`src/hdl/tcce_pkg.sv`:
```
// ----------------------------------------------------------------------------
// tcce_pkg
// Command codes, character codes and the command word passed from the
// front end to the back end of the text console engine.
// ----------------------------------------------------------------------------
package tcce_pkg;

  localparam logic [1:0] CMD_PUT   = 2'd0;
  localparam logic [1:0] CMD_CLEAR = 2'd1;
  localparam logic [1:0] CMD_READ  = 2'd2;

  localparam logic [7:0] CH_BACKSPACE = 8'd8;
  localparam logic [7:0] CH_TAB       = 8'd9;
  localparam logic [7:0] CH_NEWLINE   = 8'd10;
  localparam logic [7:0] CH_BLANK     = 8'd32;

  localparam logic [7:0] ROW_MAX    = 8'd255;
  localparam logic [7:0] RESET_ATTR = 8'h0F;
  localparam logic [7:0] TAB_MASK   = 8'hF8;

  localparam logic REG_TEXT_ATTR = 1'b0;

  localparam int QUEUE_DEPTH = 4;
  localparam int QPTR_W      = 2;

  typedef struct packed {
    logic        do_write;
    logic        do_scroll;
    logic        do_clear;
    logic        do_read;
    logic [7:0]  cell_row;
    logic [7:0]  cell_col;
    logic [7:0]  ch;
    logic [7:0]  attr;
    logic [7:0]  shift;
    logic [10:0] cursor;
    logic [7:0]  row_now;
    logic [7:0]  col_now;
  } tcce_cmd_t;

endpackage

```
`src/hdl/tcce_queue.sv`:
```
// ----------------------------------------------------------------------------
// tcce_queue
// Short FIFO of command words between the front end and the back end.
// ----------------------------------------------------------------------------
module tcce_queue (
  input  logic                clk,
  input  logic                rst,
  input  logic                push,
  input  tcce_pkg::tcce_cmd_t push_data,
  output logic                full,
  input  logic                pop,
  output tcce_pkg::tcce_cmd_t pop_data,
  output logic                valid
);
  import tcce_pkg::*;

  tcce_cmd_t         slots [QUEUE_DEPTH];
  logic [QPTR_W-1:0] wr_ptr;
  logic [QPTR_W-1:0] rd_ptr;
  logic [QPTR_W:0]   count;

  assign full     = count == (QPTR_W + 1)'(QUEUE_DEPTH);
  assign valid    = count != '0;
  assign pop_data = slots[rd_ptr];

  always_ff @(posedge clk) begin
    if (push) begin
      slots[wr_ptr] <= push_data;
    end
  end

  always_ff @(posedge clk) begin
    if (rst) begin
      wr_ptr <= '0;
      rd_ptr <= '0;
      count  <= '0;
    end else begin
      if (push) begin
        wr_ptr <= wr_ptr + 1'b1;
      end
      if (pop) begin
        rd_ptr <= rd_ptr + 1'b1;
      end
      if (push && !pop) begin
        count <= count + 1'b1;
      end else if (pop && !push) begin
        count <= count - 1'b1;
      end
    end
  end

endmodule

```
`config.mk`:
```
export PLATFORM = sky130hd
export DESIGN_NAME = tcce_queue
export DESIGN_NICKNAME = d
export VERILOG_FILES = /design/src/hdl/tcce_pkg.sv /design/src/hdl/tcce_queue.sv
export SDC_FILE = /design/constraint.sdc
export NUM_CORES = 1
export LEC_CHECK = 0
export ABC_AREA = 1
export BUFFER_PORTS_ARGS = -buffer_cell sky130_fd_sc_hd__buf_2
export CAP_MARGIN = 20
export CORE_AREA = 2 2 150 152
export CTS_CLUSTER_SIZE = 10
export DETAILED_ROUTE_END_ITERATION = 6
export DIE_AREA = 0 0 152 154
export PLACE_DENSITY_LB_ADDON = 0.25
export SYNTH_ARGS = -nofsm -noshare
export SYNTH_HDL_FRONTEND = slang
export SYNTH_SLANG_ARGS = --single-unit
export TNS_END_PERCENT = 30
```
`constraint.sdc`:
```
create_clock -name clk -period 2.5 [get_ports clk]
set_clock_uncertainty 0.1 [all_clocks]
set_input_delay 0.5 -clock clk [delete_from_list [all_inputs] [get_ports clk]]
set_output_delay 0.5 -clock clk [all_outputs]
set_load 0.05 [all_outputs]
```
# Word-level counts from Yosys, hierarchy flattened
# Memories as Yosys holds them, arrays and structs flattened. A register that Yosys moved wholly into a read port is not among the register bits.
# Index checks and enable logic that the tools add are counted.
# totals
regBits	7
ramBits	284
memories	1
# mem_list
memory	words	width	read_ports	rd_clocked_by_memory_dff	wr	line	text
slots	4	71	1	1	1	tcce_queue.sv:17	tcce_cmd_t slots [QUEUE_DEPTH];
# classes
eq_ne	1
muxes	6
n_reduce_logical	6
addsub	4
# ops
operator	count
$mux 3	2
$add 2x1->2 const B	2
$mux 2	2
$add 3x1->3 const B	1
$eq 3x3->1 const B	1
$reduce_bool 3->1	1
$sub 3x1->3 const B	1
$logic_and 1x1->1	2
$logic_not 1->1	2
$mux 1	2
$reduce_bool 2->1	1

# Longest topological paths before layout
# Gate-level depths: netlist of run 1.
# depth
depth_word	4
depth_mapped	10

# Least setup slack after synthesis of run 1
# No wires, ideal clock.
# synth_path
path_kind	register -> register
from	register wr_ptr[0]
to	memory slots[2][0] (netlist name), enable pin
arrival_time_ns	1.966
setup_time_ns	0.425
period_less_slack_ns	2.491
path_stages_with_launch	5
path_slack_ns	0.009
path_cell_list	dfxtp_1 > inv_1 > ha_1 > nand2_1 > inv_1
# synth_lines
item	line	text
start: declaration	tcce_queue.sv:18	logic [QPTR_W-1:0] wr_ptr;
start signal: assignment	tcce_queue.sv:39	wr_ptr <= wr_ptr + 1'b1;
end: declaration	tcce_queue.sv:17	
# Straight into the memory's write port.

==> flow_metrics.py, run 1 <==
metrics = {
    "clock_network": {
        "cts-root-buf": "clkbuf_16",
        "clock_latency_ns": 0.50,
        "cts_hold_buf": 0,
        "clk_pin_slew_ns": 0.05,
        "clock-sinks": 293,
        "h-tree-depth": 2,
        "numCtsBuffers": 35,
        "cts_tree": "built",
        "clockBufferDepth": 3,
    },
    "detailed_routing": {
        "via_count": 6587,
        "wl_mm": 23.3,
        "viasPerCell": 5.45,
        "first_pass_iters": 5,
        "drc": 0,
        "ant_nets": 0,
        "drt_iter0_drc": 468,
        "drt-wirelength-per-cell_um": 19.3,
    },
    "timing": {
        "min_period_over_period": 0.987,
        "finalHoldViolCount": 0,
        "slew_violations": 0,
        "grt_setup_unrepaired": "yes",
        "relSlewSlack": 0.706,
        "fin_crit_ns": 2.47,
        "tightest_slew_ns": 0.441,
        "setup_viol": 0,
        "fmax_ghz": 0.405,
        "whs_ns": 0.0753,
    },
    "power_and_ir_drop": {
        "p_leak_uw": 0.00475,
        "powerDensity_nw_per_um2": 874,
        "power.internal_uw": 8690,
        "switchingPower_uw": 3010,
        "p_comb_frac": 0.140,
        "switching_share": 0.257,
        "peakVddDrop_mv": 0.522,
        "clkPwrFrac": 0.375,
        "pwr-share-seq": 0.485,
    },
    "worst_setup_path": {
        "crit_fanout": 24,
        "critical_path_class": "reg -> out",
        "startpoint_type": "flop",
        "endpoint_kind": "output pin",
        "crit_required_ns": 1.90,
        "arrival_ns": 1.87,
    },
    "synth": {
        "synth-seq-area-share": 0.793,
        "ys_ff_latch": 293,
        "synth_nets": 827,
        "synth_area_per_cell_sq_um": 14.7,
        "synth-main-ff-cell": "edfxtp_1",
        "synth-edff-count": 284,
        "syn_inst": 746,
        "yosysUniqueCellTypes": 23,
        "ys_warn_count": 0,
        "async_flop_share": 0,
        "synth_area_sq_um": 11000,
    },
    "run_status": {
        "outcome": "finished clean",
    },
    "place": {
        "dp_cells": 1147,
        "port_buffers": 147,
        "dp_hpwl_mm": 13.5,
        "gp_congestion": 0.733,
    },
    "die": {
        "boundaryPins": 148,
        "coreArea_sq_um": 21700,
        "std_cell_rows": 54,
        "dieArea_sq_um": 23400,
        "fp.dieW_um": 152,
        "chipHeight_um": 154,
        "initial_core_util": 0.506,
    },
    "final_layout": {
        "instances_no_fill": 1208,
        "syn_to_final_growth_pct": 21.8,
        "drive_gt1_frac": 0.244,
        "nNetsFinal": 994,
    },
    "grt": {
        "grt_remaining_overflow": 0,
        "grt_pass1_vias": 6389,
        "grt_pass1_wl_mm": 35.3,
        "antenna_found_initial": 1,
        "grt_max_degree": 72,
        "track_usage": 0.190,
    },
    "run": {
        "drv_cap": 0,
    },
    "worst_hold_path": {
        "holdCritPathClass": "in -> reg",
    },
}
-- synth_stat cells (3+ instances only) --
| cell | count | area (sq um) |
|---|---|---|
| edfxtp_1 | 284 | 8530 |
| nor2_1 | 149 | 559 |
| o21ai_0 | 132 | 661 |
| o22ai_1 | 71 | 444 |
| inv_1 | 15 | 56.3 |
| o21ai_1 | 15 | 75.1 |
| buf_2 | 14 | 70.1 |
| clkbuf_1 | 12 | 45.0 |
| buf_6 | 11 | 124 |
| nand2_1 | 10 | 37.5 |
| dfxtp_1 | 9 | 180 |
| clkbuf_2 | 7 | 35.0 |
| ha_1 | 5 | 62.6 |
| a21oi_1 | 3 | 15.0 |
-- sequential cells by signal, summed over array words and instances, names as in the netlist, named ones only --
register	count
count	3
slots	284
rd_ptr	2
wr_ptr	2
-- critical path, cell delays in order (launching register included) --
cell and delay (ns):
dfxtp_4 0.43, buf_4 0.15, buf_12 0.15, o21ai_0 0.14
o22ai_2 0.25, buf_4 0.25
-- per-layer routing --
metal	GRT usage	share of wire	routed length, um	vias up
met3	0.0434	0.071	1650	28
met5	0	0	0	-
met4	0.0530	0.015	350	0
met1	0.277	0.45	10500	3179
met2	0.293	0.46	10800	245
li1	-	-	-	3135
-- worst paths after layout --
| kind | from | endpoint | slack (ns) | cells after the start |
|---|---|---|---|---|
| hold / removal | rst | count[0] | 0.08 | 2 |
| hold reg to reg | rd_ptr[1] | flop | 0.35 | 1 |
| setup reg to reg | wr_ptr[0] | slots[0][33] | 0.72 | 5 |
| setup / recovery | flop | pop_data[12] | 0.03 | 5 |
-- cell usage in the layout, fill, tap and decap left out --
master     count
buf_12        12
buf_8          1
o21ai_1       24
nor2_1       149
clkbuf_1      12
clkbuf_16     39
clkinv_8       2
clkinv_4       1
fa_1           1
clkinv_2       4
o21ai_0      123
inv_6          3
buf_4         51
ha_1           5
inv_1         11
edfxtp_1     284
buf_6          1
nand3_1        1
buf_16         2
dfxtp_4        2
clkbuf_4       4
diode_2        1
a21oi_1        3
dfxtp_1        7
nand4_1        1
xor2_1         1
o22ai_2        3
o22ai_1       68
buf_2        101
nand2_1       10
nor3_1         1
-- power groups by stage --
stage | clock (uW) | sequential, uW | combinational, uW
6_report | 4380 | 5670 | 1640
5_1_grt | 4660 | 5690 | 1750
4_1_cts | 4460 | 5670 | 1590
3_5_place_dp | 0 | 5770 | 1520
3_3_place_gp | 0 | 5760 | 1500
2_1_floorplan | 0 | 5760 | 1070
-- final cells by class --
type | count | area (sq um)
diodes | 1 | 2.50
clock buffers | 48 | 946
clock inverters | 3 | 33.8
fillers | 1640 | 8310
inverters | 17 | 86.3
multi-input cells | 390 | 1920
flip-flops and latches | 293 | 8720
well taps | 280 | 350
repair buffers | 175 | 1320
repair inverters | 1 | 8.76
-- what timing repair did --
| action | CTS | global route |
|---|---|---|
| pin swaps | 0 | 3 |
| gates resized for setup | 51 | 33 |
| cloned | 0 | 4 |
| hold endpoints to repair | 0 | 0 |
| setup endpoints to repair | 70 | 70 |
| setup buffers | 0 | 5 |
-- kinds of logic after synthesis --
family | share of synthesized area
AOI/OAI and AO/OA | 0.109
adders and majority gates | 0.00752
and+or+nand+nor | 0.0558
buffers and inverters | 0.0337
xor gates and xnor gates | 0.000798
DFF | 0.793
-- through the flow --
stage	TNS [ns]	instance area (sq um)	power (uW)	util	setup slack (ns)
floorplan	0	11000	6840	-	0.00883
global placement	0	12000	7270	0.555	0.328
detailed placement	0	12000	7290	0.555	0.277
CTS	-0.567	13200	11700	0.607	-0.0571
global route	-0.0504	13400	12100	0.617	-0.0298
finish	0	13400	11700	0.617	0.0321
No activity file was read; power rests on OpenSTA's default activity.
==> run 2: changes to the inputs <==
--- a/config.mk
+++ b/config.mk
@@ -6,7 +6,7 @@
 export NUM_CORES = 1
 export LEC_CHECK = 0
 export ABC_AREA = 1
-export BUFFER_PORTS_ARGS = -buffer_cell sky130_fd_sc_hd__buf_2
+export BUFFER_PORTS_ARGS = -buffer_cell sky130_fd_sc_hd__buf_4
 export CAP_MARGIN = 20
 export CORE_AREA = 2 2 150 152
 export CTS_CLUSTER_SIZE = 10
==> constraint.sdc (replaced) <==
create_clock -name clk -period 2.2 [get_ports clk]
set_clock_uncertainty 0.1 [all_clocks]
set_input_delay 0.44 -clock clk [delete_from_list [all_inputs] [get_ports clk]]
set_output_delay 0.44 -clock clk [all_outputs]
set_load 0.05 [all_outputs]
==> run 2 against run 1 <==
Against the previous run: worst hold slack got worse by 0.065 ns; combinational power increased by 45%; final cell count rose by 1.7%; largest power group unchanged; routed wire length up 17%; utilization up 6.5 points; worst setup slack worse by 0.20 ns; the flow now finishes with violations (negative setup slack); via count grew 5.8%.
==> flow_metrics.py, run 2 (synthesis results as in run 1) <==
metrics = {
    "run_status": {
        "outcome": "finished, violations left",
        "violations": "negative setup slack",
    },
    "detailed_routing": {
        "viasPerCell": 5.68,
        "ant_nets": 0,
        "drt_iter0_drc": 530,
        "drc": 0,
        "via_count": 6972,
        "drt-wirelength-per-cell_um": 22.2,
        "first_pass_iters": 7,
        "wl_mm": 27.2,
    },
    "die": {
        "std_cell_rows": 54,
        "boundaryPins": 148,
        "initial_core_util": 0.506,
        "chipHeight_um": 154,
        "fp.dieW_um": 152,
        "coreArea_sq_um": 21700,
        "dieArea_sq_um": 23400,
    },
    "final_layout": {
        "fillers": 1407,
        "nNetsFinal": 1015,
        "final_common_cell": "edfxtp_1",
        "drive_gt1_frac": 0.361,
        "syn_to_final_growth_pct": 34.8,
        "regMostFlops": "slots",
        "final_cell_mix": "284 x edfxtp_1, 133 x nor2_1, 120 x buf_4",
        "largest_reg_flops": 284,
        "num_antenna_cells": 0,
        "reg.largest.list": "slots: 284 flops, count: 3 flops",
        "final_core_util": 0.682,
    },
    "place": {
        "dp_hpwl_mm": 12.8,
        "post-place-ws_ns": 0.279,
        "gp_congestion": 0.708,
        "port_buffers": 147,
    },
    "grt": {
        "grt_max_degree": 42,
        "antenna_found_initial": 0,
        "grt_remaining_overflow": 0,
        "grt_pass1_wl_mm": 38.1,
        "track_usage": 0.209,
        "grt_pass1_vias": 6944,
    },
    "worst_setup_path": {
        "worst-path-buf-inv": 4,
        "max_stage_delay_ns": 0.44,
        "critical_path_class": "reg -> out",
        "path_cells": "buf_12 -> buf_12 -> buf_16 -> o21ai_2 -> o22ai_1 -> buf_4",
        "reg2reg_depth": 5,
        "crit_top_cell": "buf_12",
        "arrival_ns": 1.83,
        "startpoint_type": "flop",
        "crit_cells": 6,
        "regToRegEndpoint": "slots[1][0]",
        "crit_required_ns": 1.66,
        "r2r_setup_slack_ns": 0.57,
        "crit_fanout": 8,
        "r2r_start": "wr_ptr[1]",
        "endpoint_kind": "output pin",
        "slowest_stage": "dfxtp_4",
        "critical-path-top-delay-family": "buffers and inverters",
    },
    "timing": {
        "fmax_ghz": 0.423,
        "setup_viol": 71,
        "fin_tns_setup_ns": -8.45,
        "min_period_over_period": 1.08,
        "final.setup.worst_slack_ns": -0.166,
        "finalHoldViolCount": 0,
        "tightest_slew_ns": 0.447,
        "slew_violations": 0,
        "relSlewSlack": 0.702,
        "whs_ns": 0.0104,
        "grt_setup_unrepaired": "yes",
        "fin_crit_ns": 2.37,
    },
    "clock_network": {
        "cts-root-buf": "clkbuf_16",
        "clk_pin_slew_ns": 0.06,
        "h-tree-depth": 2,
        "numCtsBuffers": 35,
        "clockBufferDepth": 3,
        "clock-sinks": 293,
        "cts_tree": "built",
        "cts_hold_buf": 0,
        "clock_latency_ns": 0.49,
    },
    "worst_hold_path": {
        "min_from": "rst",
        "whs_path_depth": 2,
        "holdPathEnd": "count[0]",
        "holdCritPathClass": "in -> reg",
    },
    "power_and_ir_drop": {
        "powerDensity_nw_per_um2": 937,
        "p_leak_uw": 0.00529,
        "power.total_uw": 13900,
        "peakVddDrop_mv": 0.592,
    },
    "run": {
        "drv_cap": 0,
    },
}
[run 2: cell types whose count changed in the layout (fill, tap and decap cells not counted), moves of 15 or more]
cell and change:
nor2_1 -16, buf_4 +69, buf_2 -101, o22ai_2 +32
o21ai_0 -69, o22ai_1 -32, buf_6 +34, o21ai_2 +44
buf_16 +15, o21ai_1 +23
[run 2: worst max-delay path by stage]
| stage | from | end | slack (ns) |
|---|---|---|---|
| after floorplan | wr_ptr[0] | slots[3][0] | -0.22 |
| after global placement | flop | pop_data[46] | 0.29 |
| after detailed placement | flop | pop_data[46] | 0.28 |
| after CTS | flop | pop_data[35] | -0.18 |
| after global routing | flop | pop_data[36] | -0.23 |
| final | flop | pop_data[60] | -0.17 |
[run 2: where the power goes]
group	internal (uW)	switching, uW
registers	6380	80.8
clock network	3030	1980
logic	860	1520
[run 2: metrics by stage]
stage	std cells	cell area [sq um]
after global routing	1228	14800
final	1228	14800
after detailed placement	1146	12500
after global placement	1146	12500
after CTS	1218	14200
after floorplan	746	11000
[run 2: metal layers]
| metal | wire length, um | global-route usage | vias up | share of wire |
|---|---|---|---|---|
| met5 | 0 | 0 | - | 0 |
| met1 | 11200 | 0.282 | 3463 | 0.41 |
| met2 | 13600 | 0.344 | 273 | 0.50 |
| li1 | - | - | 3185 | - |
| met4 | 550 | 0.0628 | 0 | 0.020 |
| met3 | 1870 | 0.0482 | 51 | 0.069 |
[run 2: final cells by class]
class                           count  area (sq um)  area share
Multi-Input combinational cell    390          2360       0.160
Inverter                           17          93.8     0.00634
Clock buffer                       49           971      0.0656
Clock inverter                      2          8.76    0.000592
Sequential cell                   293          8720       0.589
Tap cell                          280           350      0.0237
Timing Repair Buffer              197          2300       0.155
[run 2: timing repair]
item | in CTS | in global routing
setup endpoints to repair | 71 | 71
setup buffers | 8 | 3
resized for setup | 80 | 164
cloned | 13 | 8
pin swaps | 30 | 38
