$ cat src/hdl/tcce_pkg.sv
// ----------------------------------------------------------------------------
// tcce_pkg
// Command codes, character codes and the command word passed from the
// front end to the back end of the text console engine.
// ----------------------------------------------------------------------------
package tcce_pkg;

  localparam logic [1:0] CMD_PUT   = 2'd0;
  localparam logic [1:0] CMD_CLEAR = 2'd1;
  localparam logic [1:0] CMD_READ  = 2'd2;

  localparam logic [7:0] CH_BACKSPACE = 8'd8;
  localparam logic [7:0] CH_TAB       = 8'd9;
  localparam logic [7:0] CH_NEWLINE   = 8'd10;
  localparam logic [7:0] CH_BLANK     = 8'd32;

  localparam logic [7:0] ROW_MAX    = 8'd255;
  localparam logic [7:0] RESET_ATTR = 8'h0F;
  localparam logic [7:0] TAB_MASK   = 8'hF8;

  localparam logic REG_TEXT_ATTR = 1'b0;

  localparam int QUEUE_DEPTH = 4;
  localparam int QPTR_W      = 2;

  typedef struct packed {
    logic        do_write;
    logic        do_scroll;
    logic        do_clear;
    logic        do_read;
    logic [7:0]  cell_row;
    logic [7:0]  cell_col;
    logic [7:0]  ch;
    logic [7:0]  attr;
    logic [7:0]  shift;
    logic [10:0] cursor;
    logic [7:0]  row_now;
    logic [7:0]  col_now;
  } tcce_cmd_t;

endpackage

$ cat src/hdl/tcce_ifs.sv
// ----------------------------------------------------------------------------
// tcce_ifs
// Valid/ready channels of the text console engine: request and response.
// ----------------------------------------------------------------------------
interface tcce_req_if;
  logic       valid;
  logic       ready;
  logic [1:0] command;
  logic [7:0] char_code;
  logic [4:0] read_row;
  logic [6:0] read_col;

  modport source (output valid, command, char_code, read_row, read_col, input ready);
  modport sink   (input valid, command, char_code, read_row, read_col, output ready);
endinterface


$ cat src/hdl/tcce_front.sv
// ----------------------------------------------------------------------------
// tcce_front
// Accepts request words, tracks the text position and cursor, and turns
// each request into a command word for the back end.
// ----------------------------------------------------------------------------
module tcce_front #(
  parameter int COLUMNS = 80,
  parameter int ROWS    = 25
) (
  input  logic              clk,
  input  logic              rst,
  tcce_req_if.sink          req,
  input  logic [7:0]        text_attribute,
  input  logic              init_busy,
  output tcce_pkg::tcce_cmd_t q_data,
  output logic              q_push,
  input  logic              q_full
);
  import tcce_pkg::*;

  localparam logic [1:0] F_IDLE = 2'd0;
  localparam logic [1:0] F_CALC = 2'd1;
  localparam logic [1:0] F_PUSH = 2'd2;

  localparam logic [7:0] COLS8    = 8'(COLUMNS);
  localparam logic [7:0] ROWS8    = 8'(ROWS);
  localparam logic [7:0] LAST_ROW = 8'(ROWS - 1);

  logic [1:0]  state;
  logic [1:0]  command_r;
  logic [7:0]  code_r;
  logic [4:0]  rrow_r;
  logic [6:0]  rcol_r;
  logic [7:0]  row;
  logic [7:0]  col;
  logic [10:0] cursor;
  logic        upd_cursor;
  tcce_cmd_t   pend;

  logic [7:0]  row_next;
  logic [7:0]  col_next;
  logic        upd_next;
  tcce_cmd_t   entry;
  logic [7:0]  row_inc;
  logic [7:0]  col_dec;
  logic [7:0]  col_inc;
  logic [7:0]  tab_col;
  logic [7:0]  adv_row;
  logic [7:0]  adv_col;
  logic [7:0]  shift;
  logic [15:0] cur_prod;
  logic [15:0] cur_full;
  logic [10:0] cursor_calc;

  assign req.ready = (state == F_IDLE) && !init_busy;

  always_comb begin
    row_inc = (row < ROW_MAX) ? row + 8'd1 : row;
    col_dec = (col != 8'd0) ? col - 8'd1 : col;
    col_inc = col + 8'd1;
    tab_col = ((col + 8'd7) & TAB_MASK) + 8'd1;
    adv_row = (col_inc >= COLS8) ? row_inc : row;
    adv_col = (col_inc >= COLS8) ? 8'd0 : col_inc;
    shift   = adv_row - LAST_ROW;

    row_next   = row;
    col_next   = col;
    upd_next   = 1'b0;
    entry      = '0;
    entry.attr = text_attribute;

    unique case (command_r)
      CMD_PUT: begin
        priority if (code_r == CH_NEWLINE) begin
          row_next = row_inc;
          col_next = 8'd0;
        end else if (code_r == CH_BACKSPACE) begin
          col_next       = col_dec;
          entry.do_write = row < ROWS8;
          entry.cell_row = row;
          entry.cell_col = col_dec;
          entry.ch       = CH_BLANK;
        end else if (code_r == CH_TAB) begin
          if (tab_col >= COLS8) begin
            row_next = row_inc;
            col_next = 8'd0;
          end else begin
            col_next = tab_col;
          end
        end else begin
          entry.do_write = !code_r[7] && (row < ROWS8);
          entry.cell_row = row;
          entry.cell_col = col;
          entry.ch       = code_r;
          col_next       = adv_col;
          upd_next       = 1'b1;
          if (adv_row >= ROWS8) begin
            entry.do_scroll = shift < ROWS8;
            entry.shift     = shift;
            row_next        = LAST_ROW;
          end else begin
            row_next = adv_row;
          end
        end
      end
      CMD_CLEAR: begin
        entry.do_clear = 1'b1;
        row_next       = 8'd0;
        col_next       = 8'd0;
      end
      CMD_READ: begin
        entry.do_read  = ({3'b000, rrow_r} < ROWS8) && ({1'b0, rcol_r} < COLS8);
        entry.cell_row = {3'b000, rrow_r};
        entry.cell_col = {1'b0, rcol_r};
      end
      default: begin
      end
    endcase
  end

  always_comb begin
    cur_prod    = row * COLS8;
    cur_full    = cur_prod + {8'd0, col};
    cursor_calc = cur_full[10:0];
    q_data         = pend;
    q_data.cursor  = upd_cursor ? cursor_calc : cursor;
    q_data.row_now = row;
    q_data.col_now = col;
  end

  assign q_push = (state == F_PUSH) && !q_full;

  always_ff @(posedge clk) begin
    if (rst) begin
      state  <= F_IDLE;
      row    <= 8'd0;
      col    <= 8'd0;
      cursor <= 11'd0;
    end else begin
      unique case (state)
        F_IDLE: begin
          if (req.valid && req.ready) begin
            command_r <= req.command;
            code_r    <= req.char_code;
            rrow_r    <= req.read_row;
            rcol_r    <= req.read_col;
            state     <= F_CALC;
          end
        end
        F_CALC: begin
          row        <= row_next;
          col        <= col_next;
          pend       <= entry;
          upd_cursor <= upd_next;
          state      <= F_PUSH;
        end
        F_PUSH: begin
          if (!q_full) begin
            if (upd_cursor) begin
              cursor <= cursor_calc;
            end
            state <= F_IDLE;
          end
        end
        default: state <= F_IDLE;
      endcase
    end
  end

endmodule

$ cat src/flat_wrapper.sv
// flat-port wrapper written by rule: the top's interface ports become plain ports
module tcce_front_flat import tcce_pkg::*;
#(
  parameter int COLUMNS = 80,
  parameter int ROWS    = 25
)
  (clk, rst, text_attribute, init_busy, q_data, q_push, q_full, req_valid, req_command, req_char_code, req_read_row, req_read_col, req_ready);
  tcce_req_if req_i ();
  input  logic clk;
  input  logic rst;
  input  logic [7:0] text_attribute;
  input  logic init_busy;
  output tcce_pkg::tcce_cmd_t q_data;
  output logic q_push;
  input  logic q_full;
  input wire logic [$bits(req_i.valid)-1:0] req_valid;
  input wire logic [$bits(req_i.command)-1:0] req_command;
  input wire logic [$bits(req_i.char_code)-1:0] req_char_code;
  input wire logic [$bits(req_i.read_row)-1:0] req_read_row;
  input wire logic [$bits(req_i.read_col)-1:0] req_read_col;
  output wire logic [$bits(req_i.ready)-1:0] req_ready;
  assign req_i.valid = req_valid;
  assign req_i.command = req_command;
  assign req_i.char_code = req_char_code;
  assign req_i.read_row = req_read_row;
  assign req_i.read_col = req_read_col;
  assign req_ready = req_i.ready;
  tcce_front #(.COLUMNS(COLUMNS), .ROWS(ROWS)) u_core (.clk(clk), .rst(rst), .req(req_i), .text_attribute(text_attribute), .init_busy(init_busy), .q_data(q_data), .q_push(q_push), .q_full(q_full));
endmodule
$ cat config.mk
export PLATFORM = sky130hd
export DESIGN_NAME = tcce_front_flat
export DESIGN_NICKNAME = d
export VERILOG_FILES = /design/src/hdl/tcce_pkg.sv /design/src/hdl/tcce_ifs.sv /design/src/hdl/tcce_front.sv /design/src/flat_wrapper.sv
export SDC_FILE = /design/constraint.sdc
export NUM_CORES = 1
export LEC_CHECK = 0
export BUFFER_PORTS_ARGS = -buffer_cell sky130_fd_sc_hd__buf_2
export CAP_MARGIN = 20
export CORE_MARGIN = 2
export CORE_UTILIZATION = 50
export CTS_CLUSTER_DIAMETER = 100
export DETAILED_ROUTE_END_ITERATION = 8
export GPL_ROUTABILITY_DRIVEN = 0
export PLACE_DENSITY = 0.77
export SYNTH_ARGS = -nofsm -noshare
export SYNTH_HDL_FRONTEND = slang
export SYNTH_SLANG_ARGS = --single-unit
$ cat constraint.sdc
create_clock -name clk -period 3 [get_ports clk]
set_clock_uncertainty 0.15 [all_clocks]
set_input_delay 0.3 -clock clk [delete_from_list [all_inputs] [get_ports clk]]
set_output_delay 0.3 -clock clk [all_outputs]
set_load 0.005 [all_outputs]
* Word-level counts from Yosys, hierarchy flattened
Cells that the tools add are included.
** Operators by class
- Bitwise operators :: 4
- Muxes and demuxes :: 28
- Reductions and logical operators :: 22
- $add $sub $neg :: 7
- $lt $le $gt $ge :: 8
- Multipliers :: 1
- Eq/ne operators :: 11
** Operator list (count)
- 8-bit 2-to-1 mux :: 13
- 24-bit 2-to-1 mux :: 3
- 16-bit one-hot mux with 2 select lines :: 1
- 8-bit one-hot mux with 2 select lines :: 2
- 8-bit by 1-bit adder with 8-bit output, second input constant :: 3
- 8-bit by 4-bit == test with 1-bit output, second input constant :: 3
- 8-bit by 7-bit >= comparator with 1-bit output, second input constant :: 2
- 8-bit by 5-bit < comparator with 1-bit output, second input constant :: 2
- 11-bit by 8-bit adder with 11-bit output :: 1
- 11-bit 2-to-1 mux :: 1
- 8-bit by 3-bit adder with 8-bit output, second input constant :: 1
- 8-bit by 5-bit >= comparator with 1-bit output, second input constant :: 1
- 8-bit < comparator, second input constant :: 1
- 8-bit by 3-bit multiplier with 7-bit output, second input constant :: 1
- 2-bit AND reduction :: 4
- 8-bit nonzero test :: 1
- 8-bit by 1-bit subtractor with 8-bit output, second input constant :: 1
- 8-bit by 5-bit subtractor with 8-bit output, second input constant :: 1
- 7-bit < comparator, second input constant :: 1
- 2-bit 2-to-1 mux :: 3
- 2-bit one-hot mux with 3 select lines :: 1
- 1-bit logical AND :: 5
- 5-bit < comparator, second input constant :: 1
- 5-bit OR reduction :: 1
- other kinds (15) :: 27
** Word-level totals
- Bits of input ports :: 35
- Word-level logic and storage cells :: 100
- Flip-flop bits (word level) :: 96
- Output and inout port bits :: 73

* Depth between registers and ports, before layout
- Depth in word-level cells :: 9
- Mapped depth :: 13

* Worst setup path before layout
No wires, ideal clock.
- Path type :: in2reg
- Start :: input port rst
- End :: register u_core.pend (netlist bit u_core.q_data[27]) (enable)
- Stages :: 3
- Path slack :: -0.216 ns
- Data arrival time :: 2.619 ns
- Buffers on the path :: 2
- Library setup time :: 0.447 ns
- Cells stage by stage :: clkbuf_1 buf_1 nor2_1
** Between the ends
- Longest elaborated chain between the ends :: 2
** RTL lines
- start, declared :: RTL line flat_wrapper.sv:10 : input logic rst;
- 1-bit inverter (no line)
- 2-bit AND reduction (no line)
- end signal, assigned :: RTL line tcce_front.sv:153 : pend <= entry;
- end, declared :: RTL line tcce_front.sv:38 : tcce_cmd_t pend;
Every way passes these cells.
A chain may end at the register's enable or synchronous reset.

* Final worst setup path
- Start :: register u_core.col[0]
- End :: register u_core.row[1]
** Between the ends
- Longest elaborated chain between the ends :: 9
- Elaborated cells between the ends (all ways) :: 14
- Classes of those cells :: add/sub: 3; order compare: 3; eq/ne: 1; mux: 6; reduce/logical: 1
** RTL lines
- start, declared :: RTL line tcce_front.sv:35 : logic [7:0] col;
- start signal, assigned :: RTL line tcce_front.sv:152 : col <= col_next;
- 8-bit by 1-bit adder with 8-bit output :: RTL line tcce_front.sv:60 : col_inc = col + 8'd1;
- 8-bit by 7-bit >= comparator with 1-bit output :: RTL line tcce_front.sv:62 : adv_row = (col_inc >= COLS8) ? row_inc : row;
- 8-bit 2-to-1 mux :: RTL line tcce_front.sv:62
- 8-bit by 5-bit >= comparator with 1-bit output :: RTL line tcce_front.sv:97 : if (adv_row >= ROWS8) begin
- 8-bit 2-to-1 mux :: RTL line tcce_front.sv:97
- 8-bit 2-to-1 mux :: RTL line tcce_front.sv:83 : end else if (code_r == CH_TAB) begin
- 8-bit 2-to-1 mux :: RTL line tcce_front.sv:77 : end else if (code_r == CH_BACKSPACE) begin
- 8-bit 2-to-1 mux :: RTL line tcce_front.sv:74 : priority if (code_r == CH_NEWLINE) begin
- 8-bit one-hot mux with 2 select lines :: RTL line tcce_front.sv:72 : unique case (command_r)
- end signal, assigned :: RTL line tcce_front.sv:151 : row <= row_next;
- end, declared :: RTL line tcce_front.sv:34 : logic [7:0] row;
Parallel ways exist; a longest one is shown, timed or not. The select of a mux whose other input is x is not followed.

==> results.toml <==
[yosys]
synth-main-ff-cell = "edfxtp_1"
synth_edf_count = 67
synth_warnings = 0
synth_area_per_cell_um2 = 10.3
synth_seq_cells = 96
ys_types = 66
ys_seq_area_share_pct = 50.2
syn_nets = 553
synth_area_mm2 = 0.00516
synthArstFlopShare_pct = 0
synth_cells = 499

[global_route]
antenna_found_initial = 0
grt_pass1_vias = 4478
grt-ovfl-total = 0
grt_max_degree = 29
grt_pass1_wl_um = 21300
grtUsageTotal_pct = 24.3

[worst_setup_path]
slowest_delay_ns = 0.57
crit_path_start = "u_core.col[0]"
crit_chain = "ha_4 -> a311o_1 -> o311ai_2 -> o311ai_4 -> buf_4 -> clkbuf_16 -> a21oi_2 -> nand3_1 -> or4_4 -> a311oi_2"
worstPathBufferInverterCount = 2
cp.depth = 10
reg2reg_depth = 10
r2r_setup_slack_ns = -0.01
critPathCapture = "u_core.row[1]"
cp_max_fo = 10
end_kind = "register"
path_class = "reg -> reg"
crit_family = "compound AO/OA/AOI/OAI gates"
slowest_stage = "or4_4"
cp-start-kind = "register"
timing.rr.start = "u_core.col[0]"
crit_arrival_ns = 3.14
r2r-end = "u_core.row[1]"
crit_required_ns = 3.13

[pwr]
p_leak_nw = 2.76
power.density_mw_per_mm2 = 359
peakVddDrop_mv = 0.257

[cts]
h-tree-depth = 3
clk_pin_slew_ns = 0.10
cts_buffer_depth = 2
numCtsBuffers = 9
clockRootBuffer = "clkbuf_8"
clock-sinks = 96
cts_tree = "done"
clock_latency_ns = 0.37

[cells_and_area]
drive_gt1_share_pct = 31.1
antenna_cells = 0
mostFrequentLayoutCell = "buf_2"
most-common-layout-cells = "buf_2, edfxtp_1, nor2_1"
fin_nets = 711
fin_area_mm2 = 0.00674
area_growth_pct = 30.5
n_fill_cell = 788

[placement]
dp_hpwl_um = 9620
port_buffers = 107
place_ws_ns = 0.00799
placed_area_mm2 = 0.00601

[floorplan]
coreArea_mm2 = 0.0102
die_y_um = 106
fp.dieArea_mm2 = 0.0112
die_x_um = 106
num_rows = 37
boundaryPins = 108
initial_core_util_pct = 50.7

[sta]
worst_pin_slew_ns = 1.06
setup_viol = 1
period_share_pct = 100
setup_ws_ns = -0.0125
max_freq_mhz = 332
slew_violations = 0
rsz0062_at_grt = "true"
slew_headroom_pct = 29.4
holdWs_ns = 0.0448
min_period_ns = 3.01
hold_viol = 0

[flow_run]
drv_cap = 0

[detailed_routing]
drt_first_pass_iters = 5
vias_per_cell = 5.83
drc = 0
ant_nets = 0
vias = 4653
wl_um = 14000
drt-initial-drc-count = 440
wl_per_cell_um = 17.6

[status]
status = "finished, violations left"
violations = "setup timing"

[min_path]
hold_path.class = "in -> reg"
whs_path_depth = 2
==> kinds of logic after synthesis <==
kind of cell    share of synthesized area (%)
xor+xnor                                 4.73
buf+inv                                  4.19
simple gates                             16.8
compound gates                           14.5
flops                                    50.2
mux                                      4.70
fa+ha+maj                                4.90
==> Yosys cell counts (3+ instances only) <==
| master | n | area share, % |
|---|---|---|
| a21o_1 | 5 | 0.73 |
| a21oi_1 | 31 | 3.0 |
| a22o_1 | 7 | 1.2 |
| a31oi_1 | 5 | 0.61 |
| a32oi_1 | 3 | 0.51 |
| and2_1 | 7 | 0.85 |
| and3_1 | 10 | 1.2 |
| buf_2 | 8 | 0.78 |
| buf_6 | 3 | 0.65 |
| clkbuf_1 | 17 | 1.2 |
| dfxtp_1 | 29 | 11 |
| edfxtp_1 | 67 | 39 |
| ha_1 | 17 | 4.1 |
| inv_1 | 17 | 1.2 |
| mux2_2 | 9 | 2.0 |
| mux2i_1 | 13 | 2.5 |
| nand2_1 | 31 | 2.3 |
| nand3_1 | 19 | 1.8 |
| nand3b_1 | 5 | 0.73 |
| nand4_1 | 3 | 0.36 |
| nor2_1 | 53 | 3.9 |
| nor2b_1 | 8 | 0.97 |
| nor3_1 | 15 | 1.5 |
| o21ai_0 | 26 | 2.5 |
| o21ai_1 | 3 | 0.29 |
| o22ai_1 | 3 | 0.36 |
| o31ai_1 | 3 | 0.44 |
| or3_1 | 5 | 0.61 |
| xnor2_1 | 20 | 3.4 |
| xor2_1 | 6 | 1.0 |
==> routing by layer <==
layer | GRT usage [%] | share of wire, % | vias up
met5 | 0 | 0 | -
met4 | 10.2 | 3.1 | 0
met3 | 4.08 | 8.0 | 46
met2 | 43.5 | 52 | 270
met1 | 28.7 | 37 | 2187
li1 | - | - | 2150
==> sequential cells by signal (all words and copies together), names as in the netlist <==
register and cells:
u_core.state 2, u_core.command_r 2, u_core.rcol_r 7, u_core.code_r 8, u_core.cursor 11, u_core.rrow_r 5
u_core.row 8, u_core.col 8, u_core.upd_cursor 1, u_core.q_data 44
==> power by group <==
group	switching (mW)	internal (mW)	total [mW]
clock network	0.460	0.390	0.850
logic	0.0653	0.0679	0.133
registers	0.00973	1.43	1.44
total	0.535	1.89	2.42
==> through the flow <==
stage          setup TNS, ns  utilization [%]  instances  total power, mW
2_1_floorplan              0                -        499             1.52
3_3_place_gp               0             59.1        746             1.57
3_5_place_dp               0             59.1        746             1.57
4_1_cts                    0             64.1        793             2.43
5_1_grt               -0.164             66.1        798             2.50
6_report             -0.0125             66.1        798             2.42
==> worst min path at each step <==
stage / from / endpoint / slack, ns
2_1_floorplan: req_char_code[0] / u_core.code_r[0] / 0.25
3_3_place_gp: u_core.cursor[4] / u_core.cursor[4] / 0.32
3_5_place_dp: req_char_code[2] / u_core.code_r[2] / 0.33
4_1_cts: req_valid / u_core.state[0] / 0.03
5_1_grt: req_valid / u_core.state[0] / 0.04
6_report: req_valid / u_core.state[0] / 0.04
==> what timing repair did <==
action	4_1_cts	5_1_grt
gates resized for setup	6	36
hold buffers	30	0
pin swaps	0	8
endpoints found under the setup margin	4	6
gates cloned	0	2
buffers inserted	1	3
hold endpoints to repair	30	0
==> final cells by class <==
type / count / area (um^2) / area share (%)
clock buffers: 10 / 128 / 1.89
clock inverters: 6 / 63.8 / 0.947
inverters: 17 / 63.8 / 0.947
multi-input cells: 355 / 2470 / 36.7
flip-flops and latches: 96 / 2620 / 38.8
well taps: 136 / 170 / 2.53
repair buffers: 178 / 1230 / 18.2
Power figures use the tool's default switching activity.
